### src/wavhp_pkg.sv
// ----------------------------------------------------------------------------
// WAV header parser package
// Shared types, tags, header offsets and status codes for the parser blocks.
// ----------------------------------------------------------------------------
package wavhp_pkg;

    localparam logic [31:0] TAG_RIFF = 32'h5249_4646;
    localparam logic [31:0] TAG_DATA = 32'h6461_7461;

    localparam logic [7:0] SEARCH_LIMIT_RESET = 8'd100;

    localparam logic [5:0] OFF_RIFF_END = 6'd3;
    localparam logic [5:0] OFF_CH_LO    = 6'd22;
    localparam logic [5:0] OFF_CH_HI    = 6'd23;
    localparam logic [5:0] OFF_RATE_B0  = 6'd24;
    localparam logic [5:0] OFF_RATE_B1  = 6'd25;
    localparam logic [5:0] OFF_RATE_B2  = 6'd26;
    localparam logic [5:0] OFF_RATE_B3  = 6'd27;
    localparam logic [5:0] OFF_BITS_LO  = 6'd34;
    localparam logic [5:0] OFF_BITS_HI  = 6'd35;
    localparam logic [5:0] OFF_TAG_END  = 6'd39;
    localparam logic [5:0] OFF_SIZE_END = 6'd3;

    localparam logic [15:0] CH_MONO  = 16'd1;
    localparam logic [15:0] BITS_8   = 16'd8;

    typedef enum logic [2:0] {
        PH_HEADER  = 3'd0,
        PH_SEARCH  = 3'd1,
        PH_SIZE    = 3'd2,
        PH_PAYLOAD = 3'd3,
        PH_DONE    = 3'd4,
        PH_BADRIFF = 3'd5,
        PH_NODATA  = 3'd6
    } t_phase;

    typedef enum logic [2:0] {
        ST_HEADER  = 3'd0,
        ST_HDRDONE = 3'd1,
        ST_PAYLOAD = 3'd2,
        ST_BADRIFF = 3'd3,
        ST_NODATA  = 3'd4,
        ST_IGNORED = 3'd5
    } t_status;

    typedef struct packed {
        logic [7:0] file_byte;
        logic       start_of_file;
    } t_item;

    typedef struct packed {
        t_status     status;
        logic [7:0]  payload_byte;
        logic        payload_last;
        logic [15:0] channel_count;
        logic [31:0] sample_rate;
        logic [15:0] bits_per_sample;
        logic [31:0] data_size;
        logic [1:0]  format_code;
    } t_result;

endpackage

### src/wavhp_in_stage.sv
// ----------------------------------------------------------------------------
// WAV header parser input stage
// Registers one input beat and stalls the sender while it cannot move on.
// ----------------------------------------------------------------------------
module wavhp_in_stage (
    input  logic                i_clk,
    input  logic                i_rst_n,
    input  logic                i_in_valid,
    output logic                o_in_stall,
    input  logic [7:0]          i_file_byte,
    input  logic                i_start_of_file,
    input  logic                i_take,
    output logic                o_valid,
    output wavhp_pkg::t_item    o_item
);
    import wavhp_pkg::*;

    logic  r_valid;
    t_item r_item;
    logic  c_load;

    assign o_in_stall = r_valid && !i_take;
    assign c_load     = i_in_valid && !o_in_stall;
    assign o_valid    = r_valid;
    assign o_item     = r_item;

    always_ff @(posedge i_clk) begin
        if (!i_rst_n) begin
            r_valid <= 1'b0;
        end else if (c_load) begin
            r_valid <= 1'b1;
        end else if (i_take) begin
            r_valid <= 1'b0;
        end
    end

    always_ff @(posedge i_clk) begin
        if (c_load) begin
            r_item.file_byte     <= i_file_byte;
            r_item.start_of_file <= i_start_of_file;
        end
    end

endmodule

### src/wavhp_core.sv
// ----------------------------------------------------------------------------
// WAV header parser core
// Holds parse state and works out one byte's result per cycle when advanced.
// ----------------------------------------------------------------------------
module wavhp_core (
    input  logic                i_clk,
    input  logic                i_rst_n,
    input  logic                i_cfg_valid,
    input  logic [7:0]          i_cfg_search_limit,
    input  logic                i_advance,
    input  wavhp_pkg::t_item    i_item,
    output wavhp_pkg::t_result  o_result
);
    import wavhp_pkg::*;

    t_phase      r_phase, n_phase, c_phase;
    logic [5:0]  r_off, n_off, c_off;
    logic [31:0] r_win, n_win, c_win;
    logic [7:0]  r_cnt, n_cnt, c_cnt;
    logic [15:0] r_ch, n_ch, c_ch;
    logic [31:0] r_rate, n_rate, c_rate;
    logic [15:0] r_bits, n_bits, c_bits;
    logic [31:0] r_size, n_size, c_size;
    logic [31:0] r_rem, n_rem, c_rem;
    logic [7:0]  r_search_limit;

    logic [7:0]  c_b;
    logic [31:0] c_win_sh;
    logic        c_riff_bad;
    logic        c_data_hit;
    logic [7:0]  c_cnt_inc;
    logic        c_search_end;
    logic [31:0] c_size_new;
    logic [31:0] c_rem_dec;

    t_status     c_status;
    logic [7:0]  c_pbyte;
    logic        c_plast;

    // A start mark parses its byte against a freshly cleared state.
    always_comb begin
        c_b = i_item.file_byte;
        if (i_item.start_of_file) begin
            c_phase = PH_HEADER;
            c_off   = '0;
            c_win   = '0;
            c_cnt   = '0;
            c_ch    = '0;
            c_rate  = '0;
            c_bits  = '0;
            c_size  = '0;
            c_rem   = '0;
        end else begin
            c_phase = r_phase;
            c_off   = r_off;
            c_win   = r_win;
            c_cnt   = r_cnt;
            c_ch    = r_ch;
            c_rate  = r_rate;
            c_bits  = r_bits;
            c_size  = r_size;
            c_rem   = r_rem;
        end
    end

    always_comb begin
        c_win_sh     = {c_win[23:0], c_b};
        c_riff_bad   = (c_off == OFF_RIFF_END) && (c_win_sh != TAG_RIFF);
        c_data_hit   = (c_win_sh == TAG_DATA);
        c_cnt_inc    = c_cnt + 8'd1;
        c_search_end = (c_cnt_inc >= r_search_limit);
        c_rem_dec    = c_rem - 32'd1;
        c_size_new   = c_size;
        case (c_off[1:0])
            2'd0:    c_size_new[7:0]   = c_size[7:0]   | c_b;
            2'd1:    c_size_new[15:8]  = c_size[15:8]  | c_b;
            2'd2:    c_size_new[23:16] = c_size[23:16] | c_b;
            default: c_size_new[31:24] = c_size[31:24] | c_b;
        endcase
    end

    always_comb begin
        n_phase = c_phase;
        unique case (c_phase)
            PH_HEADER: begin
                if (c_riff_bad) begin
                    n_phase = PH_BADRIFF;
                end else if (c_off == OFF_TAG_END) begin
                    if (c_data_hit) begin
                        n_phase = PH_SIZE;
                    end else if (r_search_limit == 8'd0) begin
                        n_phase = PH_NODATA;
                    end else begin
                        n_phase = PH_SEARCH;
                    end
                end
            end
            PH_SEARCH: begin
                if (c_data_hit) begin
                    n_phase = PH_SIZE;
                end else if (c_search_end) begin
                    n_phase = PH_NODATA;
                end
            end
            PH_SIZE: begin
                if (c_off >= OFF_SIZE_END) begin
                    n_phase = (c_size_new == 32'd0) ? PH_DONE : PH_PAYLOAD;
                end
            end
            PH_PAYLOAD: begin
                if (c_rem_dec == 32'd0) begin
                    n_phase = PH_DONE;
                end
            end
            default: begin
                n_phase = c_phase;
            end
        endcase
    end

    always_comb begin
        c_status = ST_IGNORED;
        c_pbyte  = 8'd0;
        c_plast  = 1'b0;
        unique case (c_phase)
            PH_HEADER: begin
                if (c_riff_bad) begin
                    c_status = ST_BADRIFF;
                end else if ((c_off == OFF_TAG_END) && !c_data_hit
                             && (r_search_limit == 8'd0)) begin
                    c_status = ST_NODATA;
                end else begin
                    c_status = ST_HEADER;
                end
            end
            PH_SEARCH: begin
                c_status = (!c_data_hit && c_search_end) ? ST_NODATA : ST_HEADER;
            end
            PH_SIZE: begin
                c_status = (c_off >= OFF_SIZE_END) ? ST_HDRDONE : ST_HEADER;
            end
            PH_PAYLOAD: begin
                c_status = ST_PAYLOAD;
                c_pbyte  = c_b;
                c_plast  = (c_rem_dec == 32'd0);
            end
            PH_BADRIFF: begin
                c_status = ST_BADRIFF;
            end
            PH_NODATA: begin
                c_status = ST_NODATA;
            end
            default: begin
                c_status = ST_IGNORED;
            end
        endcase
    end

    always_comb begin
        n_off  = c_off;
        n_win  = c_win;
        n_cnt  = c_cnt;
        n_ch   = c_ch;
        n_rate = c_rate;
        n_bits = c_bits;
        n_size = c_size;
        n_rem  = c_rem;
        case (c_phase)
            PH_HEADER: begin
                n_win = c_win_sh;
                case (c_off)
                    OFF_CH_LO:   n_ch[7:0]    = c_ch[7:0]    | c_b;
                    OFF_CH_HI:   n_ch[15:8]   = c_ch[15:8]   | c_b;
                    OFF_RATE_B0: n_rate[7:0]  = c_rate[7:0]  | c_b;
                    OFF_RATE_B1: n_rate[15:8] = c_rate[15:8] | c_b;
                    OFF_RATE_B2: n_rate[23:16] = c_rate[23:16] | c_b;
                    OFF_RATE_B3: n_rate[31:24] = c_rate[31:24] | c_b;
                    OFF_BITS_LO: n_bits[7:0]  = c_bits[7:0]  | c_b;
                    OFF_BITS_HI: n_bits[15:8] = c_bits[15:8] | c_b;
                    default:     n_ch         = c_ch;
                endcase
                if (c_riff_bad) begin
                    n_off = c_off;
                end else if (c_off == OFF_TAG_END) begin
                    n_off = '0;
                    n_win = '0;
                    if (!c_data_hit && (r_search_limit != 8'd0)) begin
                        n_cnt = '0;
                    end
                end else begin
                    n_off = c_off + 6'd1;
                end
            end
            PH_SEARCH: begin
                n_win = c_win_sh;
                n_cnt = c_cnt_inc;
                if (c_data_hit) begin
                    n_off = '0;
                end
            end
            PH_SIZE: begin
                n_size = c_size_new;
                if (c_off >= OFF_SIZE_END) begin
                    n_off = '0;
                    n_rem = c_size_new;
                end else begin
                    n_off = c_off + 6'd1;
                end
            end
            PH_PAYLOAD: begin
                n_rem = c_rem_dec;
            end
            default: begin
                n_rem = c_rem;
            end
        endcase
    end

    always_comb begin
        o_result.status          = c_status;
        o_result.payload_byte    = c_pbyte;
        o_result.payload_last    = c_plast;
        o_result.channel_count   = n_ch;
        o_result.sample_rate     = n_rate;
        o_result.bits_per_sample = n_bits;
        o_result.data_size       = n_size;
        o_result.format_code     = {n_ch != CH_MONO, n_bits != BITS_8};
    end

    always_ff @(posedge i_clk) begin
        if (!i_rst_n) begin
            r_search_limit <= SEARCH_LIMIT_RESET;
        end else if (i_cfg_valid) begin
            r_search_limit <= i_cfg_search_limit;
        end
    end

    always_ff @(posedge i_clk) begin
        if (!i_rst_n) begin
            r_phase <= PH_HEADER;
            r_off   <= '0;
            r_win   <= '0;
            r_cnt   <= '0;
            r_ch    <= '0;
            r_rate  <= '0;
            r_bits  <= '0;
            r_size  <= '0;
            r_rem   <= '0;
        end else if (i_advance) begin
            r_phase <= n_phase;
            r_off   <= n_off;
            r_win   <= n_win;
            r_cnt   <= n_cnt;
            r_ch    <= n_ch;
            r_rate  <= n_rate;
            r_bits  <= n_bits;
            r_size  <= n_size;
            r_rem   <= n_rem;
        end
    end

`ifndef SYNTHESIS
    a_payload_count_live: assert property (@(posedge i_clk) disable iff (!i_rst_n)
        (r_phase == PH_PAYLOAD) |-> (r_rem != 32'd0))
        else $error("Payload phase entered with no bytes left.");

    a_header_offset_range: assert property (@(posedge i_clk) disable iff (!i_rst_n)
        (r_phase == PH_HEADER) |-> (r_off <= OFF_TAG_END))
        else $error("Header offset ran past the data tag.");

    a_size_offset_range: assert property (@(posedge i_clk) disable iff (!i_rst_n)
        (r_phase == PH_SIZE) |-> (r_off <= OFF_SIZE_END))
        else $error("Size byte index out of range.");

    a_last_is_payload: assert property (@(posedge i_clk) disable iff (!i_rst_n)
        (i_advance && c_plast) |=> (r_phase == PH_DONE))
        else $error("Final payload byte did not close the data chunk.");
`endif

endmodule

### src/wavhp_out_stage.sv
// ----------------------------------------------------------------------------
// WAV header parser output stage
// Result register that holds a beat until the receiver takes it.
// ----------------------------------------------------------------------------
module wavhp_out_stage (
    input  logic                i_clk,
    input  logic                i_rst_n,
    input  logic                i_load_valid,
    output logic                o_load,
    input  wavhp_pkg::t_result  i_result,
    output logic                o_out_valid,
    input  logic                i_out_stall,
    output wavhp_pkg::t_result  o_result
);
    import wavhp_pkg::*;

    logic    r_valid;
    t_result r_result;

    assign o_load      = i_load_valid && (!r_valid || !i_out_stall);
    assign o_out_valid = r_valid;
    assign o_result    = r_result;

    always_ff @(posedge i_clk) begin
        if (!i_rst_n) begin
            r_valid <= 1'b0;
        end else if (o_load) begin
            r_valid <= 1'b1;
        end else if (!i_out_stall) begin
            r_valid <= 1'b0;
        end
    end

    always_ff @(posedge i_clk) begin
        if (o_load) begin
            r_result <= i_result;
        end
    end

endmodule

### src/wav_header_parser.sv
// ----------------------------------------------------------------------------
// WAV header parser
// Parses a RIFF/WAV byte stream, captures format fields and passes the
// data chunk payload on with a last flag.
// ----------------------------------------------------------------------------
// The input channel takes one file byte per beat, with a start mark on the
// first byte of each file; a beat is taken when i_in_valid is high and
// o_in_stall is low. Each accepted byte produces exactly one result beat on
// the output channel, taken when o_out_valid is high and i_out_stall is low.
// The result carries a status code, the payload byte and last flag, and the
// captured channel count, sample rate, bits per sample, data size and
// format code as they stand after that byte.
// Each byte passes the input register, then the result register. Throughput
// is one byte per cycle while the receiver does not stall, set by the single
// parse stage between those registers. When the receiver stalls, the result
// register holds its beat, the input register fills, then o_in_stall rises.
// Reset clears the parse to the start of a file and sets the search limit
// to 100. The search limit is written through i_cfg_valid / o_cfg_ready,
// which is always ready; write it only while no byte is in flight.
// ----------------------------------------------------------------------------
module wav_header_parser (
    input  logic        i_clk,
    input  logic        i_rst_n,
    input  logic        i_in_valid,
    output logic        o_in_stall,
    input  logic [7:0]  i_file_byte,
    input  logic        i_start_of_file,
    output logic        o_out_valid,
    input  logic        i_out_stall,
    output logic [2:0]  o_status,
    output logic [7:0]  o_payload_byte,
    output logic        o_payload_last,
    output logic [15:0] o_channel_count,
    output logic [31:0] o_sample_rate,
    output logic [15:0] o_bits_per_sample,
    output logic [31:0] o_data_size,
    output logic [1:0]  o_format_code,
    input  logic        i_cfg_valid,
    output logic        o_cfg_ready,
    input  logic [7:0]  i_cfg_search_limit
);
    import wavhp_pkg::*;

    logic    item_valid;
    t_item   item;
    logic    advance;
    t_result core_result;
    t_result out_result;

    assign o_cfg_ready = 1'b1;

    wavhp_in_stage u_in_stage (
        .i_clk           (i_clk),
        .i_rst_n         (i_rst_n),
        .i_in_valid      (i_in_valid),
        .o_in_stall      (o_in_stall),
        .i_file_byte     (i_file_byte),
        .i_start_of_file (i_start_of_file),
        .i_take          (advance),
        .o_valid         (item_valid),
        .o_item          (item)
    );

    wavhp_core u_core (
        .i_clk              (i_clk),
        .i_rst_n            (i_rst_n),
        .i_cfg_valid        (i_cfg_valid),
        .i_cfg_search_limit (i_cfg_search_limit),
        .i_advance          (advance),
        .i_item             (item),
        .o_result           (core_result)
    );

    wavhp_out_stage u_out_stage (
        .i_clk        (i_clk),
        .i_rst_n      (i_rst_n),
        .i_load_valid (item_valid),
        .o_load       (advance),
        .i_result     (core_result),
        .o_out_valid  (o_out_valid),
        .i_out_stall  (i_out_stall),
        .o_result     (out_result)
    );

    assign o_status          = out_result.status;
    assign o_payload_byte    = out_result.payload_byte;
    assign o_payload_last    = out_result.payload_last;
    assign o_channel_count   = out_result.channel_count;
    assign o_sample_rate     = out_result.sample_rate;
    assign o_bits_per_sample = out_result.bits_per_sample;
    assign o_data_size       = out_result.data_size;
    assign o_format_code     = out_result.format_code;

endmodule
### config.mk
export PLATFORM = sky130hd
export DESIGN_NAME = wav_header_parser
export DESIGN_NICKNAME = d
export VERILOG_FILES = /design/src/wavhp_pkg.sv /design/src/wavhp_in_stage.sv /design/src/wavhp_core.sv /design/src/wavhp_out_stage.sv /design/src/wav_header_parser.sv
export SDC_FILE = /design/constraint.sdc
export NUM_CORES = 1
export LEC_CHECK = 0
export BUFFER_PORTS_ARGS = -buffer_cell sky130_fd_sc_hd__buf_4
export CORE_UTILIZATION = 54
export DETAILED_ROUTE_END_ITERATION = 7
export GPL_ROUTABILITY_DRIVEN = 1
export PLACE_DENSITY = 0.74
export SETUP_SLACK_MARGIN = 0.4
export SLEW_MARGIN = 5
export SYNTH_ARGS = -nofsm -noshare
export SYNTH_HDL_FRONTEND = slang
export SYNTH_SLANG_ARGS = --single-unit
### constraint.sdc
create_clock -name i_clk -period 13.59 [get_ports i_clk]
set_clock_uncertainty 0.1 [all_clocks]
set_input_delay 0.6795 -clock i_clk [delete_from_list [all_inputs] [get_ports i_clk]]
set_output_delay 0.6795 -clock i_clk [all_outputs]
set_load 0.03 [all_outputs]
==> summary.md, run 1 <==
| Metric | Value |
|---|---|
| Starting Density | a little under three fifths |
| Logic pwr share | 10.8% |
| Die Y | between 150 and 200 um |
| Switch share | 25.9% |
| Cell family with most CP delay | compound AO/OA/AOI/OAI gates |
| Grt ovf | 0 |
| Final hold vios | 0 |
| Max incr delay on CP | 0.80 ns |
| Unique cell type count in the Yosys netlist | 77 |
| Most frequent cells in the layout | nand2_1 (212), dfxtp_1 (179), nor2_1 (150) |
| CP Max Fanout | 74 |
| GPL Wtd Cong | between 0.9 and 1 |
| Root Driver | clkbuf_16 |
| Reg2reg start | u_in_stage.o_item[0] |
| Flops & latches, synth | 298 |
| Pwr/cell area | 123 mW/mm2 |
| Required @ worst endpoint | 13.97 ns |
| Htree depth | 1 |
| Syn_nets | 1,589 |
| Critical Path Stages | 11 |
| FILL cells | 2,180 |
| Reg-to-reg critical path endpoint | u_core.r_off[4] |
| Critical Path AT | 5.15 ns |
| Warning count from the yosys run | 0 |
| Clk sinks | 298 |
| Least-Margin Pin Slew | 1.10 ns |
| Vias in the first global route | 11,100 |
| Worst Hold Class | in2reg |
| HPWL after detailed placement | 26.4 mm |
| Startpoint types | flop |
| Wirelength per Cell | roughly 20 um |
| Inserted Clock Buffers | 30 |
| Fin crit share | 35.1% |
| Period minus WS final | 4.77 ns |
| EDFF count, synth | 119 |
| Setup TNS | 0 ns |
| Global Route Usage Sum | 28.8% |
| Max Freq | 0.210 GHz |
| Fraction of registers with async set/reset | 0% |
| Outcome | complete, no violations |
| Static Leak | 5.78 nW |
| CP cell instances | inv_2, buf_4, nand2_1, inv_1, ha_1, inv_1, a311oi_1, a211oi_1, o21ai_0, nand2_1, a21boi_0 |
| Max_cap viols | 0 |
| Pin count of the biggest net entering global routing | 129 |
| Die width | roughly 170 um |
| WP buf/inv | 4 |
| Setup Crit Path Kind | reg2reg |
| DR vias | 12,200 |
| Clock transition at path regs | roughly 0.070 ns |
| Dpl ws | 8.98 ns |
| Core area | 0.0261 mm2 |
| Worst ir drop on vdd | 0.126 mV |
| Std cell rows | 59 |
| R2R setup slack | between 8 and 9 ns |
| Final setup viols | 0 |
| Synthesized instance count | 1,551 |
| Nets | ~1,700 |
| Placed Cells | 1,917 |
| Slowest cell on the critical path | a311oi_1 |
| First-pass GRT wire length | 61.5 mm |
| Sequential share of the synthesized area | 49.8% |
| Total die area | 0.0272 mm2 |
| Resized cells post-CTS | 0 |
| Cts hold-fix bufs | 0 |
| Post-layout util | 63.1% |
| Clock Path Buffers | 3 |
| R2r worst-path depth | 11 |
| Clk Latency, worst-skew pair | 0.55 ns |
| Commonest non-fill, non-tap cell in the layout | nand2_1 |
| Final cell count without fillers | 1,973 |
| Io pins | 135 |
| Port buffer count | about 130 |
| Clock power share | 40.6% |
| Switch Pwr | 0.000525 W |
| Crit end category | flop |
| Worst hold path stage count | 1 |
| RSZ-0062 raised after global routing | false |
| Share of layout cells above drive strength 1 | 13.2% |
| Residual DRC | 0 |
| Initial antenna violation count | 0 |
| Post-Route WL | around 40 mm |
| Setup WS post-layout | a little under 9 ns |
| Post-route ant nets | 0 |
| Slew Viols, Final | 0 |
| Hold path endpoint | u_in_stage.o_item[1] |
| P_int | 0.00150 W |
| Dominant synthesized flop cell | dfxtp_1 |
| Mapped Area | 0.0144 mm2 |
| # Post-CTS Setup Buffers | 0 |
| P&R area growth vs syn | 14.5% |
| Hold_sp | i_file_byte[0] |
| Via density | 6.18 |
| Syn_area_per_cell | 9.26 um2 |
| ANT cells | 0 |
| Pre-antenna DRT Iters | 5 |
| Seq pwr share | 48.6% |
| Worst slew margin | 26.6% |
| Initial drt markers | 1,409 |
| CTS tree | done |
state kept, by name, indices dropped and copies added (netlist names):
name / count
u_core.r_bits: 16
u_core.r_ch: 16
u_core.r_cnt: 8
u_core.r_off: 6
u_core.r_phase: 3
u_core.r_rate: 32
u_core.r_rem: 32
u_core.r_search_limit: 8
u_core.r_size: 32
u_core.r_win: 24
u_in_stage.o_item: 9
u_in_stage.o_valid: 1
u_out_stage.o_out_valid: 1
u_out_stage.o_result: 110
Yosys cell counts (all sizes together), types with 4 or more instances:
cell | count | area [um2]
nand2b | 23 | 144
buf | 21 | 86.3
or3 | 5 | 31.3
o22ai | 11 | 68.8
o2bb2ai | 64 | 561
or4 | 9 | 75.1
clkbuf | 94 | 353
inv | 27 | 101
nor2b | 80 | 500
and3 | 14 | 87.6
nor3b | 40 | 305
a2111oi | 5 | 43.8
o21a | 4 | 30.0
nand3 | 28 | 140
nand2 | 213 | 800
xor2 | 9 | 78.8
a21boi | 68 | 510
dfxtp | 179 | 3580
xnor2 | 9 | 78.8
edfxtp | 119 | 3570
o31a | 4 | 35.0
o211a | 4 | 40.0
a22oi | 56 | 420
nor4b | 5 | 43.8
ha | 16 | 200
a21oi | 52 | 260
nor3 | 25 | 130
nor4 | 34 | 240
a211oi | 6 | 45.0
nor2 | 150 | 563
o211ai | 10 | 75.1
and2 | 4 | 25.0
o21ai | 72 | 364
mux2i | 7 | 70.1
nand4 | 22 | 144
power groups by stage:
stage | clock network, W | registers [W] | logic (W)
after floorplan | 0 | 0.00102 | 0.000128
after global placement | 0 | 0.00100 | 0.000215
after detailed placement | 0 | 0.00100 | 0.000217
after CTS | 0.000831 | 0.000984 | 0.000218
after global routing | 0.000864 | 0.000988 | 0.000237
final | 0.000824 | 0.000985 | 0.000220
through the flow:
stage,hold slack [ns],area [um2],total power (W)
2_1_floorplan,0.339,14400,0.00115
3_3_place_gp,0.349,15500,0.00122
3_5_place_dp,0.357,15500,0.00122
4_1_cts,0.188,16400,0.00203
5_1_grt,0.190,16400,0.00209
6_report,0.202,16400,0.00203
worst max path at each step:
stage          slack, ns            startpoint                       to
5_1_grt             8.48  u_in_stage.o_item[0]          u_core.r_off[4]
3_3_place_gp        9.16           i_out_stall          u_core.r_off[3]
3_5_place_dp        8.98  u_in_stage.o_item[0]          u_core.r_off[4]
2_1_floorplan       8.47           i_out_stall  u_out_stage.o_result[0]
4_1_cts             8.94  u_in_stage.o_item[0]          u_core.r_off[4]
6_report            8.82  u_in_stage.o_item[0]          u_core.r_off[4]
cell type report:
cell class	count	area, um2	area share [%]
Inverter	27	109	0.662
Tap cell	335	419	2.55
Multi-Input combinational cell	1111	6670	40.6
Clock buffer	37	828	5.04
Clock inverter	19	159	0.967
Sequential cell	298	7160	43.5
Timing Repair Buffer	146	1100	6.67
per-layer routing:
| metal | wire length (um) | vias up | track usage (%) |
|---|---|---|---|
| met5 | 0 | - | 0 |
| met4 | 1190 | 0 | 9.51 |
| met3 | 2850 | 78 | 3.20 |
| met2 | 18300 | 543 | 44.9 |
| met1 | 17500 | 5803 | 41.6 |
| li1 | - | 5772 | - |
kinds of logic (layout without fill, tap and decap cells):
kind of cell / after synthesis / after routing / synth area share [%]
buffers and inverters: 142 / 229 / 3.76
flip-flops: 298 / 298 / 49.8
AO/OA/AOI/OAI: 397 / 397 / 19.6
XOR/XNOR: 18 / 18 / 1.10
AND/OR/NAND/NOR: 670 / 670 / 23.6
multiplexers: 9 / 9 / 0.645
other: 1 / 1 / 0.0261
adder cells (fa/ha/maj): 16 / 16 / 1.39
Note: power is estimated with default switching activity, not from simulation.
==> run 2: changes to the inputs <==
--- a/config.mk
+++ b/config.mk
@@ -9,7 +9,7 @@
 export CORE_UTILIZATION = 54
 export DETAILED_ROUTE_END_ITERATION = 7
 export GPL_ROUTABILITY_DRIVEN = 1
-export PLACE_DENSITY = 0.74
+export PLACE_DENSITY = 0.77
 export SETUP_SLACK_MARGIN = 0.4
 export SLEW_MARGIN = 5
 export SYNTH_ARGS = -nofsm -noshare
==> constraint.sdc (replaced) <==
create_clock -name i_clk -period 4 [get_ports i_clk]
set_clock_uncertainty 0.1 [all_clocks]
set_input_delay 0.2 -clock i_clk [delete_from_list [all_inputs] [get_ports i_clk]]
set_output_delay 0.2 -clock i_clk [all_outputs]
set_load 0.03 [all_outputs]
==> summary.md, run 2 (synthesized netlist as in run 1, its figures left out) <==
| Metric | Value |
|---|---|
| CP Max Fanout | 5 |
| Switch share | around a quarter |
| Reg2reg start | u_core.r_rem[0] |
| R2r worst-path depth | 8 |
| HPWL after detailed placement | around 28 mm |
| Post-route total power | about 0.007 W |
| Worst ir drop on vdd | roughly 0.36 mV |
| Worst Hold Class | in2reg |
| Hold_sp | i_rst_n |
| Pin count of the biggest net entering global routing | approximately 220 |
| Max_cap viols | 0 |
| R2R setup slack | approximately 0.49 ns |
| Vias in the first global route | 11,600 |
| FILL cells | ~2,100 |
| Via density | 6.19 |
| Clk Latency, worst-skew pair | roughly 0.57 ns |
| Placed Cells | 1,950 |
| Launch point of the worst path | u_core.r_rem[0] |
| Die Y | 165 um |
| Fin crit share | 87.7% |
| Seq pwr share | a little under half |
| Final setup viols | 0 |
| Logic pwr share | approximately an eighth |
| Pre-antenna DRT Iters | 6 |
| Initial antenna violation count | 1 |
| Required @ worst endpoint | 4.41 ns |
| Global Route Usage Sum | 30.9% |
| Port buffer count | 133 |
| Period minus WS final | between 3 and 4 ns |
| Clock power share | approximately two fifths |
| P_int | 0.00514 W |
| Htree depth | 1 |
| Wirelength per Cell | 20.9 um |
| Residual DRC | 0 |
| Grt ovf | 0 |
| Slowest cell on the critical path | or4_4 |
| Least-Margin Pin Slew | around 1.2 ns |
| Max reg flops | between 100 and 150 |
| Std cell rows | 59 |
| Critical Path AT | 3.92 ns |
| Switch Pwr | about 0.0019 W |
| Slew Viols, Final | 0 |
| DR vias | ~13,000 |
| P&R area growth vs syn | 19.4% |
| Setup Crit Path Kind | reg2reg |
| Startpoint types | flop |
| Max incr delay on CP | around 0.6 ns |
| Commonest non-fill, non-tap cell in the layout | nand2_1 |
| Max Freq | 0.285 GHz |
| Crit end category | flop |
| Post-Route WL | about 43 mm |
| Core area | 0.0261 mm2 |
| Root Driver | clkbuf_16 |
| Worst hold path stage count | 2 |
| Share of layout cells above drive strength 1 | ~16% |
| ANT cells | 0 |
| Starting Density | between 50% and 60% |
| Pwr/cell area | 408 mW/mm2 |
| CP cell instances | or4_4, or4_4, o21ai_2, nand4_1, or4_1, or4_1, nor3_4, o221a_1 |
| Total die area | 0.0272 mm2 |
| Inserted Clock Buffers | 29 |
| Final cell count without fillers | just over 2,000 |
| Setup TNS | 0 ns |
| Io pins | 135 |
| Final hold vios | 0 |
| Nets | 1,715 |
| Reg-to-reg critical path endpoint | u_core.r_phase[2] |
| Clk sinks | 298 |
| Outcome | complete, no violations |
| Initial drt markers | 1,529 |
| Worst slew margin | between 20% and 30% |
| Clock transition at path regs | about 0.070 ns |
| GPL Wtd Cong | 0.964 |
| Static Leak | 6.11 nW |
| Hold path endpoint | u_core.r_rate[20] |
| Post-route ant nets | 0 |
| # Post-CTS Setup Buffers | 0 |
| RSZ-0062 raised after global routing | true |
| First-pass GRT wire length | 65.3 mm |
| CTS tree | done |
| Die width | 165 um |
| Most frequent cells in the layout | nand2_1 (210), dfxtp_1 (178), buf_4 (177) |
| Clock Path Buffers | 3 |
run 2: changes by cell type in the layout (fill, tap and decap cells not counted), sizes merged:
cell | before | now
buf | 146 | 179
clkbuf | 37 | 32
clkinv | 12 | 11
inv | 29 | 32
dlygate4sd3 | 0 | 31
bufinv | 2 | 3
run 2: routing by layer:
| layer | routed length (um) | up-vias | global-route usage, % |
|---|---|---|---|
| li1 | - | 5897 | - |
| met1 | 18000 | 6047 | 42.7 |
| met2 | 20200 | 565 | 50.2 |
| met3 | 3100 | 88 | 3.97 |
| met4 | 1240 | 0 | 10.0 |
| met5 | 0 | - | 0 |
run 2: cell type report:
class / count / area (um2) / share of cell area, %
clock buffer: 32 / 757 / 4.41
sequential: 298 / 7160 / 41.7
multi-input combinational: 1111 / 6800 / 39.7
clock inverter: 22 / 219 / 1.28
timing repair buffer: 210 / 1680 / 9.79
inverter: 27 / 114 / 0.664
tap: 335 / 419 / 2.44
run 2: how the worst max path moves through the flow:
stage                                   end  depth (start not counted)  slack, ns
final                     u_core.r_phase[2]                          8       0.49
after floorplan           u_core.r_phase[2]                         20       0.38
after CTS                 u_core.r_phase[2]                         11       0.42
after global routing      u_core.r_phase[2]                         12       0.29
after global placement    u_core.r_phase[2]                          8       0.53
after detailed placement  u_core.r_phase[2]                          8       0.45
run 2: repair_timing:
item | 4_1_cts | 5_1_grt
endpoints found under the hold margin | 19 | 0
gates resized for setup | 0 | 11
hold buffers | 31 | 0
endpoints found under the setup margin | 0 | 12
run 2: critical path: cells and delay by family (launching register included):
family | cells | cell delay (ns)
flip-flops | 1 | 0.38
AO/OA/AOI/OAI | 2 | 0.36
AND/OR/NAND/NOR | 6 | 2.60
run 2: power groups by stage:
stage                     clock, W  sequential [W]  combinational (W)
after CTS                  0.00285         0.00332           0.000831
after detailed placement         0         0.00339           0.000801
after global placement           0         0.00338           0.000796
after global routing       0.00296         0.00333           0.000907
after floorplan                  0         0.00346           0.000448
final                      0.00283         0.00332           0.000846
run 2: metrics by stage:
step | hold slack (ns) | instance area, um2 | utilization [%] | worst slack [ns]
after CTS | 0.190 | 17100 | 65.6 | 0.422
after global placement | 0.278 | 15800 | 60.7 | 0.526
after detailed placement | 0.279 | 15800 | 60.7 | 0.453
after global routing | 0.241 | 17100 | 65.8 | 0.295
after floorplan | 0.199 | 14500 | - | 0.380
final | 0.176 | 17100 | 65.8 | 0.490
==> run 3: changes to the inputs <==
--- a/config.mk
+++ b/config.mk
@@ -11,7 +11,6 @@
 export GPL_ROUTABILITY_DRIVEN = 1
 export PLACE_DENSITY = 0.77
 export SETUP_SLACK_MARGIN = 0.4
-export SLEW_MARGIN = 5
 export SYNTH_ARGS = -nofsm -noshare
 export SYNTH_HDL_FRONTEND = slang
 export SYNTH_SLANG_ARGS = --single-unit
==> constraint.sdc (replaced) <==
create_clock -name i_clk -period 4 [get_ports i_clk]
set_clock_uncertainty 0.1 [all_clocks]
set_input_delay 0 -clock i_clk [delete_from_list [all_inputs] [get_ports i_clk]]
set_output_delay 0 -clock i_clk [all_outputs]
set_load 0.03 [all_outputs]
==> summary.md, run 3 (synthesized netlist as in run 1, its figures left out) <==
| Metric | Value |
|---|---|
| Worst ir drop on vdd | 0.361 mV |
| Critical Path AT | between 3 and 4 ns |
| Reg2reg start | u_core.r_rem[0] |
| Die Y | 165 um |
| Commonest non-fill, non-tap cell in the layout | nand2_1 |
| Vias in the first global route | 11,600 |
| Pin count of the biggest net entering global routing | 215 |
| Period minus WS final | 3.52 ns |
| CP Max Fanout | 5 |
| Initial antenna violation count | 0 |
| Root Driver | clkbuf_16 |
| # Post-CTS Setup Buffers | 0 |
| Max_cap viols | 0 |
| Std cell rows | 59 |
| FILL cells | 2,092 |
| Max reg flops | 110 |
| Clk Latency, worst-skew pair | around 0.57 ns |
| Setup TNS | 0 ns |
| Final setup viols | 0 |
| WL met2 | 20.1 mm |
| Clock transition at path regs | 0.07 ns |
| Pre-antenna DRT Iters | 6 |
| Global Route Usage Sum | between 30% and 40% |
| Nets | 1,716 |
| Inserted Clock Buffers | 29 |
| First-pass GRT wire length | between 60 and 70 mm |
| Grt ovf | 0 |
| Required @ worst endpoint | 4.41 ns |
| Slew Viols, Final | 0 |
| Worst slew margin | 29.1% |
| GPL Wtd Cong | about 0.96 |
| Initial drt markers | 1,695 |
| Total die area | 0.0272 mm2 |
| Startpoint types | flop |
| RSZ-0062 raised after global routing | true |
| Clock Path Buffers | 3 |
| Least-Margin Pin Slew | around 1.1 ns |
| Pwr/cell area | 408 mW/mm2 |
| DR WL met3 | ~3.1 mm |
| ANT cells | 0 |
| Htree depth | 1 |
| Metal1 wirelength | approximately 18 mm |
| Die width | roughly 170 um |
| Starting Density | 55.1% |
| Port buffer count | 133 |
| CTS tree | done |
| Via density | between 6 and 7 |
| Fin crit share | 88.1% |
| Clk sinks | 298 |
| Post-route ant nets | 0 |
| Launch point of the worst path | u_core.r_rem[0] |
| Setup Crit Path Kind | reg2reg |
| Core area | 0.0261 mm2 |
| Share of layout cells above drive strength 1 | around 16% |
| Post-layout util | 65.8% |
| Crit end category | flop |
| Worst Hold Class | in2reg |
| Max layer used | met4 |
| DR vias | 12,600 |
| Wirelength per Cell | 20.9 um |
| HPWL after detailed placement | 27.7 mm |
| Max Freq | 0.284 GHz |
| Residual DRC | 0 |
| Io pins | 135 |
| Hold_sp | i_file_byte[2] |
| Post-Route WL | between 40 and 50 mm |
| Final hold vios | 0 |
| Static Leak | 6.11 nW |
| Most frequent cells in the layout | nand2_1 (210), dfxtp_1 (178), buf_4 (177) |
| P&R area growth vs syn | 19.5% |
| Outcome | complete, no violations |
==> run 3: cell types whose count changed in the layout (fill, tap and decap cells not counted), sizes merged <==
cell	previous run	this run
dlygate4sd3	31	32
==> run 3: final cells by class <==
| cell class | count | area (um2) | share of cell area, % |
|---|---|---|---|
| well taps | 335 | 419 | 2.44 |
| clock buffers | 32 | 757 | 4.41 |
| repair buffers | 211 | 1690 | 9.84 |
| flip-flops and latches | 298 | 7160 | 41.7 |
| inverters | 27 | 114 | 0.664 |
| multi-input cells | 1111 | 6800 | 39.6 |
| clock inverters | 22 | 219 | 1.28 |
==> run 3: worst max-delay path, cell delays in order (launching register included) <==
cell and delay, ns:
dfxtp_1 0.38, or4_4 0.60, or4_4 0.55, o21ai_2 0.15, nand4_1 0.11, or4_1 0.56
or4_1 0.54, nor3_4 0.26, o221a_1 0.21
==> run 3: final timing paths <==
path / slack (ns) / depth (start not counted) / end
max: 0.48 / 8 / u_core.r_phase[2]
min: 0.05 / 2 / u_in_stage.o_item[3]
max reg2reg: 0.48 / 8 / u_core.r_phase[2]
min reg2reg: 0.37 / 2 / u_core.r_size[14]
==> run 3: repair_timing <==
item	CTS	global route
hold buffers	32	0
endpoints found under the setup margin	0	12
resized for setup	0	11
hold endpoints to repair	44	0
==> run 3: layer usage <==
metal  global-route usage (%)  vias to the layer above
li1                         -                     5894
met3                     3.97                       99
met5                        0                        -
met2                     50.1                      540
met1                     42.9                     6044
met4                     10.1                        0
==> run 3: stage by stage <==
| stage | instance area (um2) | instances | hold slack, ns | total power (W) | setup WS [ns] |
|---|---|---|---|---|---|
| detailed placement | 15800 | 1950 | 0.0794 | 0.00419 | 0.453 |
| finish | 17200 | 2036 | 0.0546 | 0.00700 | 0.476 |
| global placement | 15800 | 1950 | 0.0780 | 0.00418 | 0.526 |
| CTS | 17100 | 2036 | 0.0362 | 0.00700 | 0.422 |
| floorplan | 14500 | 1551 | -0.00113 | 0.00391 | 0.380 |
| global route | 17200 | 2036 | 0.0435 | 0.00721 | 0.295 |
==> run 3: power breakdown <==
group	internal [W]	switching [W]
logic	0.000302	0.000547
registers	0.00326	0.0000664
clock network	0.00158	0.00125
